**src/sv/cansd_pkg.sv**
```systemverilog
`timescale 1ns / 1ps

package cansd_pkg;

  localparam int unsigned DataWidth  = 64;
  localparam int unsigned LenWidth   = 7;
  localparam int unsigned CfgIdxW    = 3;
  localparam int unsigned CfgDataW   = 48;

  // Configuration register indexes.
  localparam logic [CfgIdxW-1:0] CFG_START_BIT   = 3'd0;
  localparam logic [CfgIdxW-1:0] CFG_LENGTH      = 3'd1;
  localparam logic [CfgIdxW-1:0] CFG_MOTOROLA    = 3'd2;
  localparam logic [CfgIdxW-1:0] CFG_SIGNED      = 3'd3;
  localparam logic [CfgIdxW-1:0] CFG_SCALE       = 3'd4;
  localparam logic [CfgIdxW-1:0] CFG_OFFSET      = 3'd5;
  localparam logic [CfgIdxW-1:0] CFG_CKSUM_BYTE  = 3'd6;

  localparam logic [63:0] PhysMax = 64'h7FFF_FFFF_FFFF_FFFF;
  localparam logic [63:0] PhysMin = 64'h8000_0000_0000_0000;

  typedef struct packed {
    logic [63:0] frame_data;
    logic [3:0]  frame_bytes;
  } in_word_t;

  typedef struct packed {
    logic [63:0]        raw_value;
    logic signed [63:0] physical_value;
    logic               saturated;
    logic [7:0]         xor_checksum;
  } res_t;

  typedef struct packed {
    logic [5:0]         signal_start_bit;
    logic [6:0]         signal_length;
    logic               motorola_order;
    logic               signed_signal;
    logic signed [31:0] scale_factor;
    logic signed [47:0] offset_value;
    logic [2:0]         excl_byte;
  } cfg_t;

  // Lengths above 64 behave as 64.
  function automatic logic [LenWidth-1:0] clamp_len(input logic [LenWidth-1:0] len);
    return len[6] ? 7'd64 : len;
  endfunction

  // Ones in the low n bits, n from 0 to 64.
  function automatic logic [DataWidth-1:0] low_mask(input logic [LenWidth-1:0] n);
    return n[6] ? {DataWidth{1'b1}} : ((64'd1 << n[5:0]) - 64'd1);
  endfunction

endpackage

```
**src/sv/cansd_extract.sv**
```systemverilog
`timescale 1ns / 1ps

module cansd_extract import cansd_pkg::*; #(
  parameter int unsigned FRAME_BYTES = 8
) (
  input  logic        clk_i,
  input  logic        rst_ni,
  input  logic        valid_i,
  input  in_word_t    in_i,
  input  cfg_t        cfg_i,
  output logic        valid_o,
  output logic [63:0] raw_o,
  output logic [7:0]  xor_o
);

  logic [3:0]  nbytes;
  logic [6:0]  len_c;
  logic [63:0] mdata, rdata, shift_d;
  logic [5:0]  moto_pos;
  logic [6:0]  avail, moto_left, cnt_d;
  logic [7:0]  xor_d;

  // Stage A: drop bytes past the frame end, line the signal up at bit 0,
  // count how many bits will be read, and XOR the frame bytes other than the excluded one.
  always_comb begin
    nbytes = (in_i.frame_bytes > 4'(FRAME_BYTES)) ? 4'(FRAME_BYTES) : in_i.frame_bytes;
    len_c  = clamp_len(cfg_i.signal_length);
    xor_d  = 8'd0;
    for (int i = 0; i < 8; i++) begin
      mdata[8*i +: 8] = (4'(i) < nbytes) ? in_i.frame_data[8*i +: 8] : 8'd0;
      if ((4'(i) < nbytes) && (3'(i) != cfg_i.excl_byte)) begin
        xor_d = xor_d ^ in_i.frame_data[8*i +: 8];
      end
      // Motorola order reads each byte from bit 7 down, so reverse the bits
      // within each byte and the walk becomes a plain rising index.
      for (int b = 0; b < 8; b++) begin
        rdata[8*i + b] = mdata[8*i + 7 - b];
      end
    end
    moto_pos  = {cfg_i.signal_start_bit[5:3], ~cfg_i.signal_start_bit[2:0]};
    avail     = {nbytes, 3'b000};
    moto_left = (avail > {1'b0, moto_pos}) ? (avail - {1'b0, moto_pos}) : 7'd0;
    if (cfg_i.motorola_order) begin
      shift_d = rdata >> moto_pos;
      cnt_d   = (moto_left < len_c) ? moto_left : len_c;
    end else begin
      shift_d = mdata >> cfg_i.signal_start_bit;
      cnt_d   = len_c;
    end
  end

  logic        a_valid_q;
  logic [63:0] a_shift_q;
  logic [6:0]  a_cnt_q;
  logic [7:0]  a_xor_q;

  always_ff @(posedge clk_i or negedge rst_ni) begin
    if (!rst_ni) begin
      a_valid_q <= 1'b0;
    end else begin
      a_valid_q <= valid_i;
    end
  end

  always_ff @(posedge clk_i) begin
    a_shift_q <= shift_d;
    a_cnt_q   <= cnt_d;
    a_xor_q   <= xor_d;
  end

  // Stage B: keep the counted bits; Motorola bits arrive MSB first, so they
  // are reversed and brought back down to bit 0.
  logic [63:0] kept, kept_rev, raw_d;

  always_comb begin
    kept = a_shift_q & low_mask(a_cnt_q);
    for (int j = 0; j < 64; j++) begin
      kept_rev[j] = kept[63 - j];
    end
    raw_d = cfg_i.motorola_order ? (kept_rev >> (7'd64 - a_cnt_q)) : kept;
  end

  logic        b_valid_q;
  logic [63:0] b_raw_q;
  logic [7:0]  b_xor_q;

  always_ff @(posedge clk_i or negedge rst_ni) begin
    if (!rst_ni) begin
      b_valid_q <= 1'b0;
    end else begin
      b_valid_q <= a_valid_q;
    end
  end

  always_ff @(posedge clk_i) begin
    b_raw_q <= raw_d;
    b_xor_q <= a_xor_q;
  end

  assign valid_o = b_valid_q;
  assign raw_o   = b_raw_q;
  assign xor_o   = b_xor_q;

endmodule

```
**config.mk**
```make
export PLATFORM = sky130hd
export DESIGN_NAME = cansd_extract
export DESIGN_NICKNAME = d
export VERILOG_FILES = /design/src/sv/cansd_pkg.sv /design/src/sv/cansd_extract.sv
export SDC_FILE = /design/constraint.sdc
export NUM_CORES = 1
export LEC_CHECK = 0
export BUFFER_PORTS_ARGS = -buffer_cell sky130_fd_sc_hd__clkbuf_2
export CORE_MARGIN = 2
export CORE_UTILIZATION = 25
export DETAILED_ROUTE_END_ITERATION = 6
export GPL_TIMING_DRIVEN = 0
export PLACE_DENSITY_LB_ADDON = 0.3
export SETUP_SLACK_MARGIN = 0.3
export SKIP_LAST_GASP = 1
export SLEW_MARGIN = 15
export SYNTH_ARGS = -nofsm -noshare
export SYNTH_HDL_FRONTEND = slang
export SYNTH_SLANG_ARGS = --single-unit
```
**constraint.sdc**
```tcl
create_clock -name clk_i -period 7.2 [get_ports clk_i]
set_input_delay 0.36 -clock clk_i [delete_from_list [all_inputs] [get_ports clk_i]]
set_output_delay 0.36 -clock clk_i [all_outputs]
set_load 0.02 [all_outputs]
```
---- After elaboration in Yosys (flattened, before gate mapping) ----
Cells that the tools add are included.
Widths: inputs -> output; s select.
operators by class
  $add $sub $neg .......................... 3
  $lt $le $gt $ge ......................... 11
  eq/ne operators ......................... 7
  shift-type cells ........................ 4
  mux-type cells .......................... 24
  bitwise gates (word level) .............. 9
  reduce and logical (&&, ||, !) cells .... 9
operators with widths
  operator               number
  $mux 64                3
  $mux 8                 16
  $shr 64x6->64          2
  $and 64x64->64         1
  $shl 1x6->64 const A   1
  $shr 64x7->64          1
  $sub 64x1->64 const B  1
  $xor 8x8->8            7
  $mux 7                 4
  $lt 3x4->1 const A     4
  $ne 3x3->1 const A     4
  $logic_and 1x1->1      8
  $lt 1x4->1 const A     2
  $lt 2x4->1 const A     2
  $gt 7x6->1             1
  $lt 7x7->1             1
  $sub 7x6->7            1
  $sub 7x7->7 const A    1
  $ne 2x3->1 const A     2
  $gt 4x4->1 const B     1
  $mux 4                 1
  $ne 1x3->1 const A     1
  $not 3->3              1
  $reduce_bool 3->1      1
storage, ports and cells
  register bits ........................... 153
  input port bits ......................... 169
  logic and storage cells ................. 74

---- Depth between registers and ports, before layout ----
Gate-level depths: netlist (run 1).
  depth in word-level cells ............... 19
  mapped depth ............................ 24
  mapped depth without buffers ............ 17

---- Worst setup path before layout (run 1) ----
No wires, ideal clock.
  kind .................................... register to register
  start ................................... register a_cnt_q[0]
  end ..................................... register b_raw_q[0], in the netlist raw_o[0]
  setup time .............................. 0.129 ns
  arrival time ............................ 5.364 ns
  required time ........................... 7.071 ns
  slack ................................... 1.707 ns
  stages on the path, launching flop included .. 24
  period minus slack after synthesis ...... 5.493 ns
  cells stage by stage .................... dfxtp_1 inv_2 buf_1 buf_1 buf_1 clkbuf_1 ha_1 ha_1 buf_2 nor2b_1 clkbuf_1 nand2_1 ha_1 clkbuf_1 inv_1 o41ai_1 a221oi_2 o31ai_1 mux2_2 a211o_1 o21a_1 or4_1 o211ai_1 a211oi_1
on the way
  cells in the longest elaborated chain, start to end .. 6
RTL lines
  item                    RTL line             source
  from (decl)             cansd_extract.sv:54  logic [6:0] a_cnt_q;
  from (signal assigned)  cansd_extract.sv:67  a_cnt_q <= cnt_d;
  $shl 1x6->64            cansd_pkg.sv:51      return n[6] ? {DataWidth{1'b1}} : ((64'd1 << n[5:0]) - 64'd1);
  $sub 64x1->64           cansd_pkg.sv:51
  $mux 64                 cansd_pkg.sv:51
  $and 64x64->64          cansd_extract.sv:76  kept = a_shift_q & low_mask(a_cnt_q);
  $shr 64x7->64           cansd_extract.sv:80  raw_d = cfg_i.motorola_order ? (kept_rev >> (7'd64 - a_cnt_q)) : kept;
  $mux 64 *               cansd_extract.sv:80
  via raw_d[0]            cansd_extract.sv:73  logic [63:0] kept, kept_rev, raw_d;
  to (signal assigned)    cansd_extract.sv:96  b_raw_q <= raw_d;
  to (decl)               cansd_extract.sv:84  logic [63:0] b_raw_q;
The timed path passes the listed nets; every way through them passes the cells marked *.

---- Worst setup path after layout (run 1) ----
  start ................................... register a_cnt_q[0]
  end ..................................... register b_raw_q[3], in the netlist raw_o[3]
The elaborated chain is that of the path after synthesis.

==> results.cfg, run 1 <==
[outcome]
status = finished, final reports clean

[setup_path]
required_ns = 7.54
endpoint_kind = register
criticalPathCategory = reg2reg
cp-start-kind = register
cp_data_arrival_time_ns = 7.38
cp_max_fo = 11

[synth]
synth_cell_types = 112
synthFlopType = dfxtp_1
syn_nets = 2887
syn_area_mm2 = 0.0188
async_reset_ff_share_pct = 1.31
ys_seq_area_share_pct = 16.3
synth-edff-count = 0
syn_area_per_cell_um2 = 6.97
yosysWarnings = 0
synthCells = 2701
synth-seq-cells = 153

[final_layout]
syn2layout_area_growth_pct = 16.5
design_area_mm2 = 0.0219
fillers = 8359
instances_no_fill = 3885
postLayoutCoreUtil_pct = 29.5
drive_above_1_share_pct = 15.7
nets = 3085

[sta]
max-slew-margin-rel_pct = 5.57
hold_viol = 0
skew_ns = 0.0289
hold_ws_ns = 0.136
rsz0062_at_grt = yes
finalCritPeriodShare_pct = 97.9
fmax_ghz = 0.142
tightest_slew_ns = 1.41
min_period_ns = 7.05
setup_viol = 0
maxSlewViolCount = 0

[floorplanning]
core_mm2 = 0.0744
die_y_um = 278
io_pins = 242
fp-row-count = 100
initial_core_util_pct = 25.3
die_width_um = 278
dieArea_mm2 = 0.0775

[global_route]
grt_pass1_vias = 24000
grt_overflow = 0
antenna_found_initial = 8
grt_max_degree = 17
grt_pass1_wl_mm = 186
track_usage_pct = 33.6

[detailed_routing]
post_drt_wl_per_cell_um = 34.6
vias_per_cell = 6.39
drc = 0
ant_nets = 0
num_vias = 24800
drt_iter0_markers = 3635
routed_wl_mm = 134
dr.pass1.iters = 7

[power]
power.total_uw = 8050
power.clock.fraction_pct = 12.5
pwr-share-seq_pct = 14.3
power_density_mw_per_mm2 = 367
p_comb_share_pct = 73.2
power_leakage_uw = 0.00842
internal_power_uw = 3170
p_sw_share_pct = 60.7
p_sw_uw = 4880
peakVddDrop_mv = 0.147

[clock_network]
root_buffer = clkbuf_16
clkLatencyLatePin_ns = 0.50
numCtsBuffers = 17
cts_sinks = 153
clockBufferDepth = 2
h-tree-depth = 4
cts.reportedPaths.clkPinSlew_ns = 0.10
cts_tree = done

[placed_design]
globalplace.congestion = 1.08
place_area_mm2 = 0.0209
port_buffers = 156
dp.cells = 3836
post-dp-hpwl_mm = 110

[run]
drv_cap = 0

[worst_hold_path]
hold_class = in2reg
[power by group through the flow]
stage | Combinational (uW) | Clock, uW | Sequential, uW
global placement | 5490 | 0 | 1170
finish | 5890 | 1010 | 1150
CTS | 5480 | 1030 | 1150
global route | 5960 | 1050 | 1170
detailed placement | 5390 | 0 | 1160
floorplan | 2930 | 0 | 1280
[metal layers]
metal | GRT usage (%) | share of wire, % | vias up
met5 | 0 | 0.044 | -
met4 | 26.3 | 9.3 | 8
met3 | 7.63 | 10 | 545
met2 | 52.4 | 43 | 1850
met1 | 40.0 | 37 | 12000
li1 | - | - | 10500
[final cells by class]
class / count / area (um^2) / area share (%)
Multi-Input combinational cell: 2265 / 14900 / 68.1
Tap cell: 969 / 1210 / 5.53
Clock inverter: 15 / 185 / 0.844
Inverter: 51 / 191 / 0.873
Antenna cell: 4 / 10.0 / 0.0456
Sequential cell: 153 / 3070 / 14.0
Buffer: 232 / 952 / 4.34
Timing Repair Buffer: 179 / 956 / 4.36
Clock buffer: 17 / 425 / 1.94
[cells in the mapped netlist, drive strengths merged, types with 60 or more instances]
| cell | number | share of area (%) |
|---|---|---|
| a21oi | 185 | 4.9 |
| buf | 60 | 1.5 |
| clkbuf | 172 | 3.4 |
| dfxtp | 151 | 16 |
| mux2 | 65 | 3.9 |
| mux2i | 131 | 7.0 |
| nand2 | 344 | 6.9 |
| nand3 | 97 | 2.8 |
| nor2 | 309 | 6.2 |
| nor3 | 78 | 2.2 |
| o21ai | 207 | 5.5 |
| xnor2 | 64 | 3.0 |
[placed cells by master, fill, tap and decap left out, types with 13 or more instances in the layout]
cell type	n
a21o_1	18
xor2_1	13
clkbuf_16	17
clkbuf_2	159
buf_1	30
mux2i_1	129
o21ai_1	18
and3_1	27
o31ai_2	14
o22ai_1	46
dfxtp_1	150
o221ai_1	16
a22oi_1	15
a211oi_1	43
and2_1	23
a21oi_1	183
nand2b_1	24
o211ai_1	49
nand4_1	23
clkbuf_1	166
mux4_2	31
nor2b_1	34
nor4_1	13
ha_1	17
nor2_1	307
o31ai_1	21
inv_1	47
or3_1	17
mux2_2	65
nand3_1	93
a31oi_1	44
xnor2_1	64
buf_2	24
o21a_1	15
nor3_1	69
o21ai_0	184
buf_4	24
nand2_1	344
[metrics by stage]
stage	worst slack, ns	setup TNS, ns
floorplan	1.71	0
global placement	-2.22	-100.56
detailed placement	-1.45	-53.19
CTS	0.318	0
global route	0.269	0
finish	0.153	0
[worst paths after layout]
check	startpoint	to	slack, ns	depth (start not counted)
max reg2reg	a_cnt_q[0]	raw_o[3]	0.15	19
min reg2reg	a_xor_q[3]	xor_o[3]	0.33	0
max in group asynchronous	rst_ni	valid_o	6.93	2
max	a_cnt_q[0]	raw_o[3]	0.15	19
min in group asynchronous	rst_ni	a_valid_q	0.17	2
min	cfg_i[89]	a_cnt_q[4]	0.14	3
[state kept, by name, indices dropped and copies added, names as in the netlist]
name       flops
valid_o        1
raw_o         64
a_valid_q      1
a_xor_q        8
a_cnt_q        7
a_shift_q     64
xor_o          8
[critical path, stage by stage (launching register included)]
cell       delay, ns
dfxtp_2         0.49
inv_2           0.18
buf_2           0.24
clkbuf_4        0.23
clkbuf_4        0.25
clkbuf_4        0.28
ha_1            0.30
ha_1            0.25
buf_1           0.27
a21oi_2         0.43
a31oi_1         0.24
and4b_1         0.34
nand4_1         0.44
o21ai_0         0.68
a31oi_1         0.37
o2111ai_1       0.72
mux2i_1         0.23
a221oi_2        0.58
a31o_1          0.25
o32ai_1         0.08
[timing repair]
item / CTS / global route
resized for setup: 38 / 26
hold buffers: 2 / 0
endpoints found under the setup margin: 63 / 39
pin swaps: 4 / 5
buffers inserted: 3 / 8
hold endpoints to repair: 3 / 0
[kinds of logic (layout without fill, tap and decap cells)]
logic type | count (synthesis) | in the layout | share of synthesized area, %
AND/OR/NAND/NOR | 1075 | 1075 | 27.5
adder cells (fa/ha/maj) | 17 | 17 | 1.13
multiplexers | 227 | 227 | 14.6
other | 0 | 4 | 0
flip-flops | 153 | 153 | 16.3
buffers and inverters | 283 | 494 | 5.98
AO/OA/AOI/OAI | 869 | 869 | 31.0
XOR/XNOR | 77 | 77 | 3.58
Note: power is estimated with default switching activity, not from simulation.
==> run 2: changes to the inputs <==
--- a/config.mk
+++ b/config.mk
@@ -5,6 +5,7 @@
 export SDC_FILE = /design/constraint.sdc
 export NUM_CORES = 1
 export LEC_CHECK = 0
+export ABC_AREA = 1
 export BUFFER_PORTS_ARGS = -buffer_cell sky130_fd_sc_hd__clkbuf_2
 export CORE_MARGIN = 2
 export CORE_UTILIZATION = 25
==> run 2 against run 1 <==
Against the previous run:
- clock power is 4% lower
- critical path depth up 5
- wire length is 10% lower
- synthesized cell count increased by 32%
- core utilization shrank 0.70 points
- die area down 0.30%
- worst hold slack improved by 0.035 ns
- non-clock buffer count decreased by 45
- sequential cell count is the same
- total power fell by 20%
- clock-buffer cell count is 1 higher
- sequential share of layout area rose by 0.34 points
- critical path type unchanged
==> results.cfg, run 2 <==
[clock_network]
cts_setup_buffers = 0
cts_sinks = 153
root_buffer = clkbuf_16
clkLatencyLatePin_ns = 0.50
hold_buffers = 2
cts-resized-gates = 0
cts_tree = done
clockBufferDepth = 2
h-tree-depth = 4
numCtsBuffers = 17
cts.reportedPaths.clkPinSlew_ns = 0.07

[detailed_routing]
post_drt_wl_per_cell_um = 25.6
drt_iter0_markers = 3660
vias_per_cell = 5.58
num_vias = 26300
routed_wl_mm = 121
drc = 0
dr.pass1.iters = 6
ant_nets = 0

[worst_hold_path]
min_from = cfg_i[90]
hold_class = in2reg

[synth]
ys_seq_area_share_pct = 16.4
synth_area_leaders = nand2_1 22%, nand3_1 20%, dfxtp_1 16%, o21ai_0 8.2%, nor2_1 5.7%
yosysWarnings = 0
synth_top_area_share_pct = 22.2
synthCells = 3554
synth-seq-cells = 153
async_reset_ff_share_pct = 1.31
synth_top_area_cell = nand2_1
syn_nets = 3740
synth_common_cells = 1109 x nand2_1, 765 x nand3_1, 307 x o21ai_0, 284 x nor2_1, 241 x inv_1
synth_cell_types = 53
post-synth-top-count-cell = nand2_1
synth-edff-count = 0
syn_area_mm2 = 0.0188
syn_area_per_cell_um2 = 5.28
synthFlopType = dfxtp_1

[power]
power_leakage_uw = 0.0109
p_comb_share_pct = 67.5
pwr-share-seq_pct = 17.3
p_sw_share_pct = 58.5
p_sw_uw = 3750
power.clock.fraction_pct = 15.2
power_density_mw_per_mm2 = 300
peakVddDrop_mv = 0.211
internal_power_uw = 2660

[floorplanning]
dieArea_mm2 = 0.0773
die_width_um = 278
core_mm2 = 0.0744
die_y_um = 278
fp-row-count = 100
initial_core_util_pct = 25.2
io_pins = 242

[final_layout]
drive_above_1_share_pct = 8.63
final_cell_mix = 1109 x nand2_1, 765 x nand3_1, 307 x o21ai_0
design_area_mm2 = 0.0214
final_common_cell = nand2_1
nets = 3917
fillers = 8786
syn2layout_area_growth_pct = 14.1

[global_route]
grt_overflow = 0
use_met3_pct = 4.38
track_usage_pct = 30.5
grt_pass1_wl_mm = 172
grt_max_degree = 17
use_met2_pct = 48.1
antenna_found_initial = 1
grt.busiest_layer = met2
grt_use_met1_pct = 39.0
grt_pass1_vias = 24700

[setup_path]
crit_top_cell = nand2_1
path_cells = inv_2 > buf_2 > buf_1 > ha_1 > ha_1 > inv_1 > nor2_1 > inv_1 > ha_1 > inv_1 > nor2_1 > o21ai_0 > nand2_1 > o21ai_0 > nand2_1 > nand2_1 > o21ai_1 > nand2_1 > nand3_1 > nand3_1 > nand2_1 > inv_1 > nand2_1 > nand2_1
r2r-start = a_cnt_q[0]
endpoint_kind = register
cp_data_arrival_time_ns = 6.05
cp_max_fo = 11
crit_path_max_incr_delay_ns = 0.67
required_ns = 7.61
cpMaxStageDelayCell = buf_1
cp-start-kind = register
crit_start = a_cnt_q[0]
criticalPathCategory = reg2reg

[sta]
fmax_ghz = 0.177
tightest_slew_ns = 1.21
hold_viol = 0
timing.setup.tns_ns = 0
max-slew-margin-rel_pct = 18.8
skew_ns = 0.0292
finalCritPeriodShare_pct = 78.2
min_period_ns = 5.63
rsz0062_at_grt = no
setup_viol = 0
maxSlewViolCount = 0

[placed_design]
port_buffers = 155
post-dp-hpwl_mm = 101
place_area_mm2 = 0.0208
globalplace.congestion = 1.05

[outcome]
status = finished, final reports clean

[run]
drv_cap = 0
[run 2: changes by cell type in the layout (fill, tap and decap cells not counted), moves of 34 or more]
| cell | previous run | this run |
|---|---|---|
| mux2i_1 | 129 | 9 |
| xor2_1 | 13 | 47 |
| o21ai_0 | 184 | 307 |
| inv_1 | 47 | 241 |
| a211oi_1 | 43 | 5 |
| xnor2_1 | 64 | 12 |
| clkbuf_1 | 166 | 109 |
| nand2_1 | 344 | 1109 |
| nor3_1 | 69 | 23 |
| nor2b_1 | 34 | 0 |
| nand3_1 | 93 | 765 |
| a21oi_1 | 183 | 92 |
| mux2_2 | 65 | 0 |
[run 2: layout make-up]
cell class	count	area (um^2)	area share, %
Inverter	274	1030	4.80
Buffer	208	871	4.07
Multi-Input combinational cell	2919	13800	64.5
Clock buffer	18	429	2.00
Clock inverter	14	186	0.871
Tap cell	969	1210	5.66
Timing Repair Buffer	158	807	3.77
Sequential cell	153	3070	14.3
Antenna cell	1	2.50	0.0117
[run 2: final timing paths]
check	to	slack [ns]	cells after the start
max reg2reg	raw_o[1]	1.57	24
min in group asynchronous	a_valid_q	0.20	2
max	raw_o[1]	1.57	24
max in group asynchronous	valid_o	6.90	2
min reg2reg	xor_o[5]	0.33	0
min	a_cnt_q[5]	0.17	3
[run 2: cells by family (layout without fill, tap and decap cells)]
group | count (synthesis) | after routing | share of synthesized area, %
buffers and inverters | 482 | 672 | 10.1
multiplexers | 9 | 9 | 0.480
AND/OR/NAND/NOR | 2283 | 2283 | 52.8
XOR/XNOR | 60 | 60 | 2.80
adder cells (fa/ha/maj) | 17 | 17 | 1.13
flip-flops | 153 | 153 | 16.4
other | 0 | 1 | 0
AO/OA/AOI/OAI | 550 | 550 | 16.3
[run 2: critical path: cells and delay by family (launching register included)]
family,cells,cell delay (ns)
AND/OR/NAND/NOR,11,1.51
adder cells (fa/ha/maj),3,0.94
flip-flops,1,0.43
AO/OA/AOI/OAI,3,1.12
buffers and inverters,7,1.56
[run 2: layer usage]
| layer | routed length, um | up-vias |
|---|---|---|
| li1 | - | 12200 |
| met1 | 49600 | 12300 |
| met2 | 52600 | 1465 |
| met3 | 9780 | 335 |
| met4 | 8660 | 0 |
| met5 | 0 | - |
[run 2: power groups by stage]
stage                     Combinational (uW)  Clock [uW]  Sequential (uW)
final                                   4330         974             1110
after global routing                    4600        1020             1130
after CTS                               4180         994             1110
after floorplan                         2450           0             1260
after detailed placement                4170           0             1130
after global placement                  4210           0             1130
[run 2: stage by stage]
step	setup WS [ns]	total power [uW]	instances	utilization (%)	hold WS [ns]
final	1.57	6420	4714	28.8	0.171
after floorplan	3.57	3710	3554	-	0.0644
after global placement	1.64	5340	4678	27.9	0.147
after global routing	1.36	6750	4714	28.8	0.182
after CTS	1.64	6290	4713	28.8	0.147
after detailed placement	1.67	5300	4679	27.9	0.154
