### src/sv/cansd_pkg.sv
`timescale 1ns / 1ps

package cansd_pkg;

  localparam int unsigned DataWidth  = 64;
  localparam int unsigned LenWidth   = 7;
  localparam int unsigned CfgIdxW    = 3;
  localparam int unsigned CfgDataW   = 48;

  // Configuration register indexes.
  localparam logic [CfgIdxW-1:0] CFG_START_BIT   = 3'd0;
  localparam logic [CfgIdxW-1:0] CFG_LENGTH      = 3'd1;
  localparam logic [CfgIdxW-1:0] CFG_MOTOROLA    = 3'd2;
  localparam logic [CfgIdxW-1:0] CFG_SIGNED      = 3'd3;
  localparam logic [CfgIdxW-1:0] CFG_SCALE       = 3'd4;
  localparam logic [CfgIdxW-1:0] CFG_OFFSET      = 3'd5;
  localparam logic [CfgIdxW-1:0] CFG_CKSUM_BYTE  = 3'd6;

  localparam logic [63:0] PhysMax = 64'h7FFF_FFFF_FFFF_FFFF;
  localparam logic [63:0] PhysMin = 64'h8000_0000_0000_0000;

  typedef struct packed {
    logic [63:0] frame_data;
    logic [3:0]  frame_bytes;
  } in_word_t;

  typedef struct packed {
    logic [63:0]        raw_value;
    logic signed [63:0] physical_value;
    logic               saturated;
    logic [7:0]         xor_checksum;
  } res_t;

  typedef struct packed {
    logic [5:0]         signal_start_bit;
    logic [6:0]         signal_length;
    logic               motorola_order;
    logic               signed_signal;
    logic signed [31:0] scale_factor;
    logic signed [47:0] offset_value;
    logic [2:0]         excl_byte;
  } cfg_t;

  // Lengths above 64 behave as 64.
  function automatic logic [LenWidth-1:0] clamp_len(input logic [LenWidth-1:0] len);
    return len[6] ? 7'd64 : len;
  endfunction

  // Ones in the low n bits, n from 0 to 64.
  function automatic logic [DataWidth-1:0] low_mask(input logic [LenWidth-1:0] n);
    return n[6] ? {DataWidth{1'b1}} : ((64'd1 << n[5:0]) - 64'd1);
  endfunction

endpackage

### src/sv/cansd_cfg.sv
`timescale 1ns / 1ps

module cansd_cfg import cansd_pkg::*; (
  input  logic                clk_i,
  input  logic                rst_ni,
  input  logic                cfg_valid_i,
  input  logic [CfgIdxW-1:0]  cfg_index_i,
  input  logic [CfgDataW-1:0] cfg_data_i,
  output logic                cfg_ready_o,
  output cfg_t                cfg_o
);

  cfg_t cfg_q, cfg_d;

  // Registers are plain flops, so a write always completes at once.
  assign cfg_ready_o = 1'b1;

  always_comb begin
    cfg_d = cfg_q;
    if (cfg_valid_i) begin
      unique case (cfg_index_i)
        CFG_START_BIT:  cfg_d.signal_start_bit = cfg_data_i[5:0];
        CFG_LENGTH:     cfg_d.signal_length    = cfg_data_i[6:0];
        CFG_MOTOROLA:   cfg_d.motorola_order   = cfg_data_i[0];
        CFG_SIGNED:     cfg_d.signed_signal    = cfg_data_i[0];
        CFG_SCALE:      cfg_d.scale_factor     = signed'(cfg_data_i[31:0]);
        CFG_OFFSET:     cfg_d.offset_value     = signed'(cfg_data_i[47:0]);
        CFG_CKSUM_BYTE: cfg_d.excl_byte        = cfg_data_i[2:0];
        default:        cfg_d = cfg_q;
      endcase
    end
  end

  always_ff @(posedge clk_i or negedge rst_ni) begin
    if (!rst_ni) begin
      cfg_q.signal_start_bit <= 6'd0;
      cfg_q.signal_length    <= 7'd8;
      cfg_q.motorola_order   <= 1'b0;
      cfg_q.signed_signal    <= 1'b0;
      cfg_q.scale_factor     <= 32'sd65536;
      cfg_q.offset_value     <= 48'sd0;
      cfg_q.excl_byte        <= 3'd7;
    end else begin
      cfg_q <= cfg_d;
    end
  end

  assign cfg_o = cfg_q;

endmodule

### config.mk
export PLATFORM = sky130hd
export DESIGN_NAME = cansd_cfg
export DESIGN_NICKNAME = d
export VERILOG_FILES = /design/src/sv/cansd_pkg.sv /design/src/sv/cansd_cfg.sv
export SDC_FILE = /design/constraint.sdc
export NUM_CORES = 1
export LEC_CHECK = 0
export ABC_CLOCK_PERIOD_IN_PS = 1000
export BUFFER_PORTS_ARGS = -buffer_cell sky130_fd_sc_hd__buf_2
export CAP_MARGIN = 20
export CELL_PAD_IN_SITES_DETAIL_PLACEMENT = 1
export CELL_PAD_IN_SITES_GLOBAL_PLACEMENT = 1
export CORE_MARGIN = 2
export CORE_UTILIZATION = 38
export DETAILED_ROUTE_END_ITERATION = 12
export HOLD_SLACK_MARGIN = 0.06
export PLACE_DENSITY_LB_ADDON = 0.1
export RECOVER_POWER = 100
export REMOVE_ABC_BUFFERS = 1
export SKIP_LAST_GASP = 1
export SYNTH_ARGS = -nofsm -noshare
export SYNTH_HDL_FRONTEND = slang
export SYNTH_SLANG_ARGS = --single-unit
### constraint.sdc
create_clock -name clk_i -period 1 [get_ports clk_i]
set_input_delay 0.05 -clock clk_i [delete_from_list [all_inputs] [get_ports clk_i]]
set_output_delay 0.05 -clock clk_i [all_outputs]
set_load 0.01 [all_outputs]
* Word level (Yosys, flattened, before mapping) *
Index checks and enable logic that the tools add are counted.
Widths: inputs -> output; s select.

storage, ports and cells
  flip-flop bits (word level) = 98
  bits in writable memories = 0
  bits of input ports = 54
  memory bits (read-only) = 0
  bits in latches = 0
  word-level logic and storage cells = 21
  memories = 0

operators by class
  order comparisons = 0
  muxes and demuxes = 0
  div/mod/pow operators = 0
  $mul = 0
  equality and inequality tests = 6
  reductions and logical operators = 8
  shift operators = 0
  add/sub/neg operators = 0
  bitwise gates (word level) = 0

operator list
  kind                number
  $reduce_and 2->1    7
  $eq 3x3->1 const B  3
  $eq 3x2->1 const B  2
  $eq 3x1->1 const B  1
  $logic_not 3->1     1

* Logic depth before layout (Yosys ltp) *
Gate-level depths: netlist (run 1).

  word-level depth = 2
  mapped depth = 4
  depth with buffers taken out = 2

* Worst setup path before layout (run 1) *
No wires, ideal clock.

  path type = input -> register
  from = input cfg_index_i[1]
  to = register cfg_q, in the netlist cfg_o[51]
  cell stages on the path = 4
  arrival = 0.949 ns
  path slack = -0.074 ns
  library setup time = 0.125 ns
  path buffers = 2
  cell sequence = and4bb_2 > clkbuf_2 > buf_6 > mux2_2

on the way
  word-level cells in the longest chain between the ends = 2

RTL lines
  element                            RTL line         source
  from (decl)                        cansd_cfg.sv:7   input logic [CfgIdxW-1:0] cfg_index_i,
  $eq 3x3->1                         cansd_cfg.sv:21  unique case (cfg_index_i)
  $reduce_and 2->1 (no source line)  n/a
  to (signal assigned)               cansd_cfg.sv:44  cfg_q <= cfg_d;
  to (decl)                          cansd_cfg.sv:13  cfg_t cfg_q, cfg_d;

No other way between the ends.
A chain may end at the register's enable or synchronous reset.

* Worst setup path after layout (run 1) *
  from = register cfg_q, in the netlist cfg_o[67]
  to = output cfg_o[67] (netlist bit)

RTL lines
  element    RTL line         source
  to (decl)  cansd_cfg.sv:10  output cfg_t cfg_o

No word-level cell between the ends.

==> results of run 1 <==
## layout by cell type (no fill, tap or decap), types with 2 or more instances in the layout
| master | count |
|---|---|
| mux2_2 | 95 |
| and4bb_1 | 2 |
| dfrtp_1 | 93 |
| nand4b_1 | 3 |
| dlygate4sd3_1 | 49 |
| clkbuf_1 | 9 |
| clkbuf_2 | 74 |
| buf_2 | 64 |
| clkbuf_8 | 12 |
| clkbuf_4 | 2 |
| dfstp_2 | 4 |
| mux2_1 | 2 |
| buf_6 | 8 |
| buf_4 | 6 |
## final timing paths
check / cells past startpoint / start / slack [ns] / end
max reg2reg: 2 / cfg_o[53] / 0.07 / cfg_o[53]
min: 3 / cfg_valid_i / 0.11 / cfg_o[83]
min reg2reg: 1 / cfg_o[13] / 0.51 / cfg_o[13]
min in group asynchronous: 2 / rst_ni / 0.15 / cfg_o[49]
max in group asynchronous: 3 / rst_ni / 0.10 / cfg_o[1]
max: 1 / cfg_o[67] / -0.06 / cfg_o[67]
## cell usage after synthesis
master and count:
and4bb_2 3, buf_2 4, buf_4 1, buf_6 5, clkbuf_2 1, conb_1 1, dfrtp_1 93, dfstp_2 5
mux2_2 96, mux2_4 2, nand4b_1 3, nor4b_2 1
## where the power goes
group | leakage, µW | switching (µW) | total [µW] | internal [µW]
Clock | 0.000107 | 1290 | 2650 | 1360
Sequential | 0.00117 | 466 | 5330 | 4860
Combinational | 0.00131 | 1290 | 2790 | 1500
Total | 0.00258 | 3040 | 10800 | 7730
## what timing repair did
item	4_1_cts	5_1_grt
gates resized for setup	6	2
setup buffers	0	1
endpoints found under the hold margin	192	0
setup endpoints to repair	5	8
hold buffers	49	0
## worst min-delay path, cell delays in order
cell and delay [ns]:
buf_2 0.13, nand4b_1 0.09, mux2_2 0.16
## kinds of logic after synthesis
kind of cell / count (synthesis)
buffers and inverters: 11
muxes: 98
other: 1
DFF: 98
and+or+nand+nor: 7
## stage by stage
stage	instances	utilization (%)	area, µm²
2_1_floorplan	204	-	3650
3_3_place_gp	497	48.7	4720
3_5_place_dp	497	48.7	4720
4_1_cts	562	56.3	5450
5_1_grt	563	55.6	5380
6_report	563	55.6	5380
## routing by layer
metal	GRT usage [%]	vias to the layer above	part of all wire, %
met5	0	-	0
met4	9.51	0	3.0
met3	5.44	23	7.2
met2	31.3	101	50
met1	20.4	1297	40
li1	-	1183	-
## layout make-up
class,count,area [µm²]
sequential,98,2460
timing repair buffer,210,1360
multi-input combinational,106,1190
fill,1006,4300
clock inverter,2,35.0
tap,133,166
clock buffer,14,173
==> run_results.csv, run 1 <==
group,metric,value,unit
place,pre_cts_ws,-0.228,ns
yosys,yosys_warnings,0,
cts,cts_buffers,9,
power,irDropWorstVdd,1.13,mV
yosys,synthXorXnorAreaFrac,0,%
yosys,syn_avg_cell_area,17.4,µm²
critical_path,path_delay_family,"flip-flops",
finish,area_growth,43.8,%
route,routedWlPerCell,16.7,µm
power,power_density,2000,nW/µm²
critical_path,endpoint_kind,"output port",
yosys,yosysTopAreaCell,"dfrtp_1",
status,status,"finished with violations",
cts,clkTransAtPathRegs,0.09,ns
yosys,ys_types,12,
global_route,overflow,0,
route,drtIter0Drc,12,
timing,slew_violations,0,
yosys,netlist_instances,215,
power,power,10800,µW
cts,cts_tree,"built",
die,start_util,38.6,%
flow_run,maxCapViolCount,0,
yosys,netlist_area,3740,µm²
cts,clock-sinks,98,
yosys,yosys-top-cells-area,"dfrtp_1 62%, mux2_2 29%, dfstp_2 3.5%, buf_6 1.5%, and4bb_2 1.0%",
route,viasPerCell,4.63,
min_path,hold_class,"primary input to flop",
critical_path,crit_required,0.95,ns
critical_path,arrival,1.01,ns
yosys,synthSimpleGateAreaFrac,2.11,%
die,dieWidth,103,µm
critical_path,crit_chain,"buf_6",
global_route,grt_max_degree,44,
cts,clk_latency,0.35,ns
critical_path,crit_buf_inv,1,
critical_path,max_stage_delay,0.56,ns
timing,setup_slack,-0.0625,ns
global_route,grt_use_total,18.2,%
status,violations,"setup timing",
timing,finalHoldViolations,0,
cts,clockRootBuffer,"clkbuf_8",
critical_path,path_max_fanout,2,
critical_path,cp_slowest_cell,"dfstp_2",
route,dr_total_vias,2604,
die,fp.dieH,103,µm
global_route,grt_pass1_wl,14300,µm
power,p_leak,0.00258,µW
route,drt_wl_total,9420,µm
yosys,synth_seq_cells,98,
finish,nets,479,
cts,htree_levels,3,
critical_path,critical_path_class,"flop to output port",
critical_path,crit_path_start_kind,"flop",
route,drc,0,
yosys,synthAdderAreaFrac,0,%
timing,rsz0062_at_grt,"yes",
timing,period_needed,1.06,ns
route,firstDrtPassIters,4,
timing,finClkSkew,0,ns
place,hpwl,6220,µm
yosys,muxShareOfSynthArea,29.7,%
timing,fmax,941,MHz
route,ant_nets,0,
die,dieArea,10700,µm²
yosys,ys_seq_area_share,65.7,%
timing,fin_crit_sh,106,%
cts,cts_buffer_depth,2,
die,coreArea,9680,µm²
finish,largest_reg_flops,98,
timing,setup_viol_count_final,5,
global_route,first_global_vias,2868,
finish,diodes,0,
yosys,synth_top_family_by_area,"multiplexers",
finish,drive_above_1_share,62.8,%
timing,fin_hold_ws,0.114,ns
die,io_pins,153,
yosys,synth_compound_area_share,0,%
global_route,antenna_found_initial,0,
yosys,yosysTopAreaCellShare,62.2,%
place,io_buffers,151,
die,rows,36,
place,place.gp.congestion,0.683,
timing,setup_tns,-0.237,ns
(Power assumes the default switching activity.)
==> run 2, diff against run 1 <==
- CAP_MARGIN: 20 -> not set
- PLACE_DENSITY_LB_ADDON: 0.1 -> 0.05
==> run 2 against run 1 <==
Effect of this change: the flow still finishes with violations (setup timing); combinational power is essentially flat; clock skew is the same; power grew 1.2%; sequential power is essentially flat; worst setup slack gained 0.0045 ns; critical path depth is the same; fmax grew 0.43%; cell count grew 1.4%; register-to-register slack gained 0.04 ns; critical endpoint is now cfg_o[88].
==> run_results.csv, run 2 (synthesis gave the netlist of run 1 again) <==
group,metric,value,unit
status,status,"finished with violations",
status,violations,"setup timing",
place,hpwl,6400,µm
critical_path,crit_buf_inv,1,
finish,drive_above_1_share,61.6,%
cts,htree_levels,3,
cts,cts_buffer_depth,2,
route,drc,0,
route,drt_wl_total,9520,µm
die,dieArea,10700,µm²
power,combPwrFrac,25.5,%
global_route,overflow,0,
cts,clkTransAtPathRegs,0.09,ns
critical_path,path_delay_family,"flip-flops",
die,rows,36,
critical_path,max_stage_delay,0.56,ns
critical_path,critical_path_class,"flop to output port",
timing,period_needed,1.06,ns
timing,slew_violations,0,
flow_run,maxCapViolCount,0,
route,firstDrtPassIters,4,
timing,fin_crit_sh,106,%
timing,finalHoldViolations,0,
die,coreArea,9680,µm²
finish,layout_commonest_cell,"mux2_2",
finish,nets,487,
finish,final_area,5440,µm²
timing,fmax,945,MHz
global_route,grt_use_total,18.5,%
cts,cts_tree,"built",
die,fp.dieH,103,µm
min_path,hold_end,"cfg_o[83]",
power,power.internal,7830,µW
global_route,grt_pass1_wl,14700,µm
critical_path,r2r_end,"cfg_o[54]",
min_path,min_from,"cfg_valid_i",
route,drtIter0Drc,54,
min_path,worst_hold_path.num_cells,3,
power,p_leak,0.00259,µW
timing,setup_slack,-0.0580,ns
place,dp.cells,504,
critical_path,crit_required,0.95,ns
die,dieWidth,103,µm
critical_path,crit_chain,"buf_6",
critical_path,reg2reg_depth,2,
cts,clock-sinks,98,
finish,final_core_util,56.1,%
finish,diodes,0,
power,p_clk_share,25.6,%
power,irDropWorstVdd,0.980,mV
global_route,first_global_vias,2743,
timing,rsz0062_at_grt,"yes",
place,pre_cts_ws,-0.255,ns
timing,finClkSkew,0,ns
route,dr_total_vias,2643,
critical_path,endpoint_kind,"output port",
cts,clk_latency,0.34,ns
route,routedWlPerCell,16.7,µm
power,seq_power_share,48.9,%
die,io_pins,153,
die,start_util,38.6,%
route,ant_nets,0,
finish,final_cell_mix,"96 x mux2_2, 93 x dfrtp_1, 78 x clkbuf_2, 55 x buf_2, 50 x dlygate4sd3_1",
global_route,grt_max_degree,51,
global_route,antenna_found_initial,0,
critical_path,regToRegSetupSlack,0.11,ns
cts,clockRootBuffer,"clkbuf_8",
timing,setup_viol_count_final,5,
min_path,hold_class,"primary input to flop",
finish,largest_reg_flops,98,
cts,cts_buffers,9,
power,switching_share,28.1,%
critical_path,crit_path_start_kind,"flop",
finish,final-instance-count-excl-fill,571,
critical_path,cp_slowest_cell,"dfstp_2",
place,io_buffers,151,
place,place.gp.congestion,0.743,
critical_path,arrival,1.01,ns
route,viasPerCell,4.63,
place,placed_area,4770,µm²
finish,area_growth,45.3,%
critical_path,path_max_fanout,2,
power,power_density,2000,nW/µm²
critical_path,r2r_start,"cfg_o[54]",
power,switching_power,3070,µW
==> run 2: cell types whose count changed in the layout (fill, tap and decap cells not counted), sizes merged <==
cell / delta
buf: -8
bufinv: +1
clkbuf: +12
clkinv: +1
clkinvlp: +1
dlygate4sd3: +1
==> run 2: worst max-delay path by stage <==
stage	from	depth (start not counted)	to
after floorplan	cfg_index_i[1]	2	cfg_o[10]
after global placement	cfg_index_i[1]	4	cfg_o[71]
after detailed placement	cfg_index_i[0]	5	cfg_o[96]
after CTS	cfg_o[88]	1	cfg_o[88]
after global routing	cfg_o[67]	1	cfg_o[67]
final	cfg_o[88]	1	cfg_o[88]
==> run 2: power groups by stage <==
stage / combinational [µW] / sequential (µW) / clock, µW
6_report: 2780 / 5330 / 2790
4_1_cts: 2870 / 5310 / 2900
3_3_place_gp: 2610 / 5310 / 0
2_1_floorplan: 834 / 5770 / 0
5_1_grt: 3030 / 5450 / 3080
3_5_place_dp: 2660 / 5360 / 0
==> run 2: per-stage QoR <==
stage	total power (µW)	setup TNS, ns	hold slack [ns]
detailed placement	8020	-17.98	-0.139
CTS	11100	-0.339	0.129
floorplan	6610	-73.09	-0.246
global route	11600	-0.627	0.153
global placement	7930	-16.83	-0.140
finish	10900	-0.248	0.150
==> run 2: what timing repair did <==
item                                    4_1_cts  5_1_grt
hold endpoints to repair                    196        0
gates resized for setup                       6        1
buffers inserted                              0        1
hold buffers                                 50        0
endpoints found under the setup margin        5        7
==> run 2: final cells by class <==
type,instances,area [µm²]
fillers,1006,4250
flip-flops and latches,98,2460
repair buffers,218,1400
multi-input cells,106,1190
well taps,133,166
clock buffers,11,141
clock inverters,5,77.6
==> run 2: tightest hold or removal path, cell delays in order <==
cell and delay, ns:
buf_2 0.13, nand4b_1 0.12, mux2_2 0.16
==> run 2: metal layers <==
| layer | part of all wire [%] | global-route usage [%] | up-vias |
|---|---|---|---|
| met4 | 1.0 | 5.47 | 0 |
| met2 | 53 | 32.5 | 80 |
| li1 | - | - | 1199 |
| met3 | 5.1 | 4.10 | 7 |
| met5 | 0 | 0 | - |
| met1 | 41 | 23.0 | 1357 |
==> run 3, diff against run 2 <==
- ABC_AREA: not set -> 1
- CORE_UTILIZATION: 38 -> 35
==> run 3 against run 2 <==
Effect of this change: the flow still finishes with violations (setup timing); clock power down 7.5%; wire length increased by 27%; cell area increased by 5.0%; combinational power about the same; die area is 11% higher; sequential power is 3% lower; non-clock buffer count is 16 higher; critical path type unchanged; worst hold slack worse by 0.084 ns; clock skew is the same; count of clock-buffer cells in the layout grew 4.
==> run_results.csv, run 3 <==
group,metric,value,unit
die,io_pins,153,
yosys,yosysTopAreaCell,"dfrtp_1",
critical_path,max_stage_delay,0.55,ns
die,coreArea,10700,µm²
yosys,ys_types,15,
timing,setup_slack,-0.0601,ns
route,ant_nets,0,
timing,setup_viol_count_final,5,
critical_path,cp_slowest_cell,"dfstp_1",
timing,fin_hold_ws,0.0655,ns
critical_path,critical_path_class,"flop to output port",
cts,clkTransAtPathRegs,0.09,ns
status,status,"finished with violations",
yosys,yosys-top-cells-count,"257 x nand2_1, 93 x dfrtp_1, 47 x nand3_1",
route,drtIter0Drc,115,
route,firstDrtPassIters,4,
route,viasPerCell,4.59,
finish,seq_area,2460,µm²
status,violations,"setup timing",
place,placed_area,4850,µm²
global_route,grt_use_total,21.0,%
finish,multiInputGateArea,1250,µm²
cts,clk_latency,0.35,ns
finish,largest_reg_flops,98,
die,start_util,35.6,%
finish,final_cell_mix,"258 x nand2_1, 94 x buf_2, 93 x dfrtp_1, 49 x dlygate4sd3_1, 47 x nand3_1",
cts,cts_tree,"built",
power,p_leak,0.00324,µW
finish,fillers,1314,
min_path,hold_class,"primary input to flop",
global_route,antenna_found_initial,0,
power,irDropWorstVdd,0.777,mV
finish,final_area,5710,µm²
cts,htree_levels,3,
timing,slew_violations,0,
yosys,netlist_area,3820,µm²
critical_path,arrival,1.01,ns
global_route,overflow,0,
place,hpwl,7660,µm
die,dieArea,11800,µm²
yosys,ys_seq_area_share,64.3,%
timing,rsz0062_at_grt,"yes",
place,place.gp.congestion,0.803,
route,dr_total_vias,3696,
finish,nets,714,
timing,fmax,943,MHz
die,rows,38,
critical_path,endpoint_kind,"output port",
global_route,first_global_vias,3744,
die,dieWidth,109,µm
die,fp.dieH,109,µm
yosys,syn_avg_cell_area,8.75,µm²
critical_path,path_max_fanout,2,
critical_path,path_delay_family,"flip-flops",
critical_path,crit_required,0.95,ns
route,drc,0,
global_route,grt_pass1_wl,19000,µm
route,routedWlPerCell,15.1,µm
timing,finClkSkew,0,ns
critical_path,crit_chain,"buf_6",
cts,cts_buffers,9,
finish,drive_above_1_share,30.8,%
route,drt_wl_total,12100,µm
yosys,yosys-top-cells-area,"dfrtp_1 61%, nand2_1 25%, nand3_1 6.1%, dfstp_2 3.4%, buf_2 2.0%",
cts,clockRootBuffer,"clkbuf_8",
yosys,yosysTopAreaCellShare,60.8,%
yosys,synth_seq_cells,98,
critical_path,crit_buf_inv,1,
yosys,synthArstFlopShare,100,%
place,io_buffers,151,
critical_path,crit_path_start_kind,"flop",
yosys,synthFlopType,"dfrtp_1",
flow_run,maxCapViolCount,0,
timing,finalHoldViolations,0,
timing,period_needed,1.06,ns
cts,clock-sinks,98,
timing,fin_crit_sh,106,%
yosys,netlist_instances,437,
yosys,synth_edf_count,0,
yosys,yosys_warnings,0,
cts,cts_buffer_depth,2,
finish,diodes,0,
power,power_density,1840,nW/µm²
finish,final_core_util,53.1,%
finish,layout_commonest_cell,"nand2_1",
global_route,grt_max_degree,46,
yosys,synthMostInstantiatedCell,"nand2_1",
finish,area_growth,49.3,%
## run 3: cell count changes after synthesis, moves of 5 or more
| cell | before | now |
|---|---|---|
| nand2_1 | 0 | 257 |
| mux2_2 | 96 | 0 |
| nand3_1 | 0 | 47 |
| buf_2 | 4 | 15 |
| buf_6 | 5 | 0 |
## run 3: where the power goes
group / total [µW] / internal, µW / switching (µW)
logic: 2770 / 1340 / 1430
registers: 5170 / 4730 / 443
clock network: 2580 / 1250 / 1330
total: 10500 / 7310 / 3210
## run 3: logic make-up after synthesis
logic type / after synthesis / synth area share, %
DFF: 98 / 64.3
other: 1 / 0.0980
buffers and inverters: 27 / 3.24
and+or+nand+nor: 311 / 32.4
## run 3: path summary, 6_finish.rpt
check                                     from        end  slack [ns]  depth (start not counted)
worst max-delay path                 cfg_o[88]  cfg_o[88]       -0.06                          1
worst max register to register        cfg_o[2]   cfg_o[2]        0.16                          3
max in group asynchronous               rst_ni  cfg_o[67]        0.14                          3
worst min-delay path            cfg_index_i[0]  cfg_o[84]        0.07                          4
worst min register to register       cfg_o[59]  cfg_o[59]        0.47                          2
min in group asynchronous               rst_ni  cfg_o[57]        0.13                          2
## run 3: repair_timing
| action | CTS | global route |
|---|---|---|
| resized for setup | 5 | 13 |
| buffers inserted | 0 | 20 |
| hold buffers | 49 | 0 |
| setup endpoints to repair | 5 | 37 |
| endpoints found under the hold margin | 196 | 0 |
## run 3: final cells by class
cell class / instances / area share (%)
Timing Repair Buffer: 234 / 28.2
Inverter: 5 / 0.329
Clock buffer: 15 / 3.44
Clock inverter: 1 / 0.0877
Sequential cell: 98 / 43.1
Multi-Input combinational cell: 312 / 21.8
Tap cell: 140 / 3.07
## run 3: layer usage
layer | global-route usage [%] | share of wire (%) | up-vias
met5 | 0 | 0 | -
met4 | 7.14 | 1.4 | 0
met3 | 5.30 | 5.4 | 16
met2 | 34.1 | 50 | 101
met1 | 27.4 | 43 | 1789
li1 | - | - | 1790
## run 3: metrics by stage
step	TNS [ns]	worst slack [ns]	power (µW)	std cells
floorplan	-94.93	-1.53	6210	415
global placement	0	0.0437	7460	720
detailed placement	0	0.000927	7550	720
CTS	-0.383	-0.0813	10300	785
global route	-0.636	-0.108	11200	805
finish	-0.254	-0.0601	10500	805
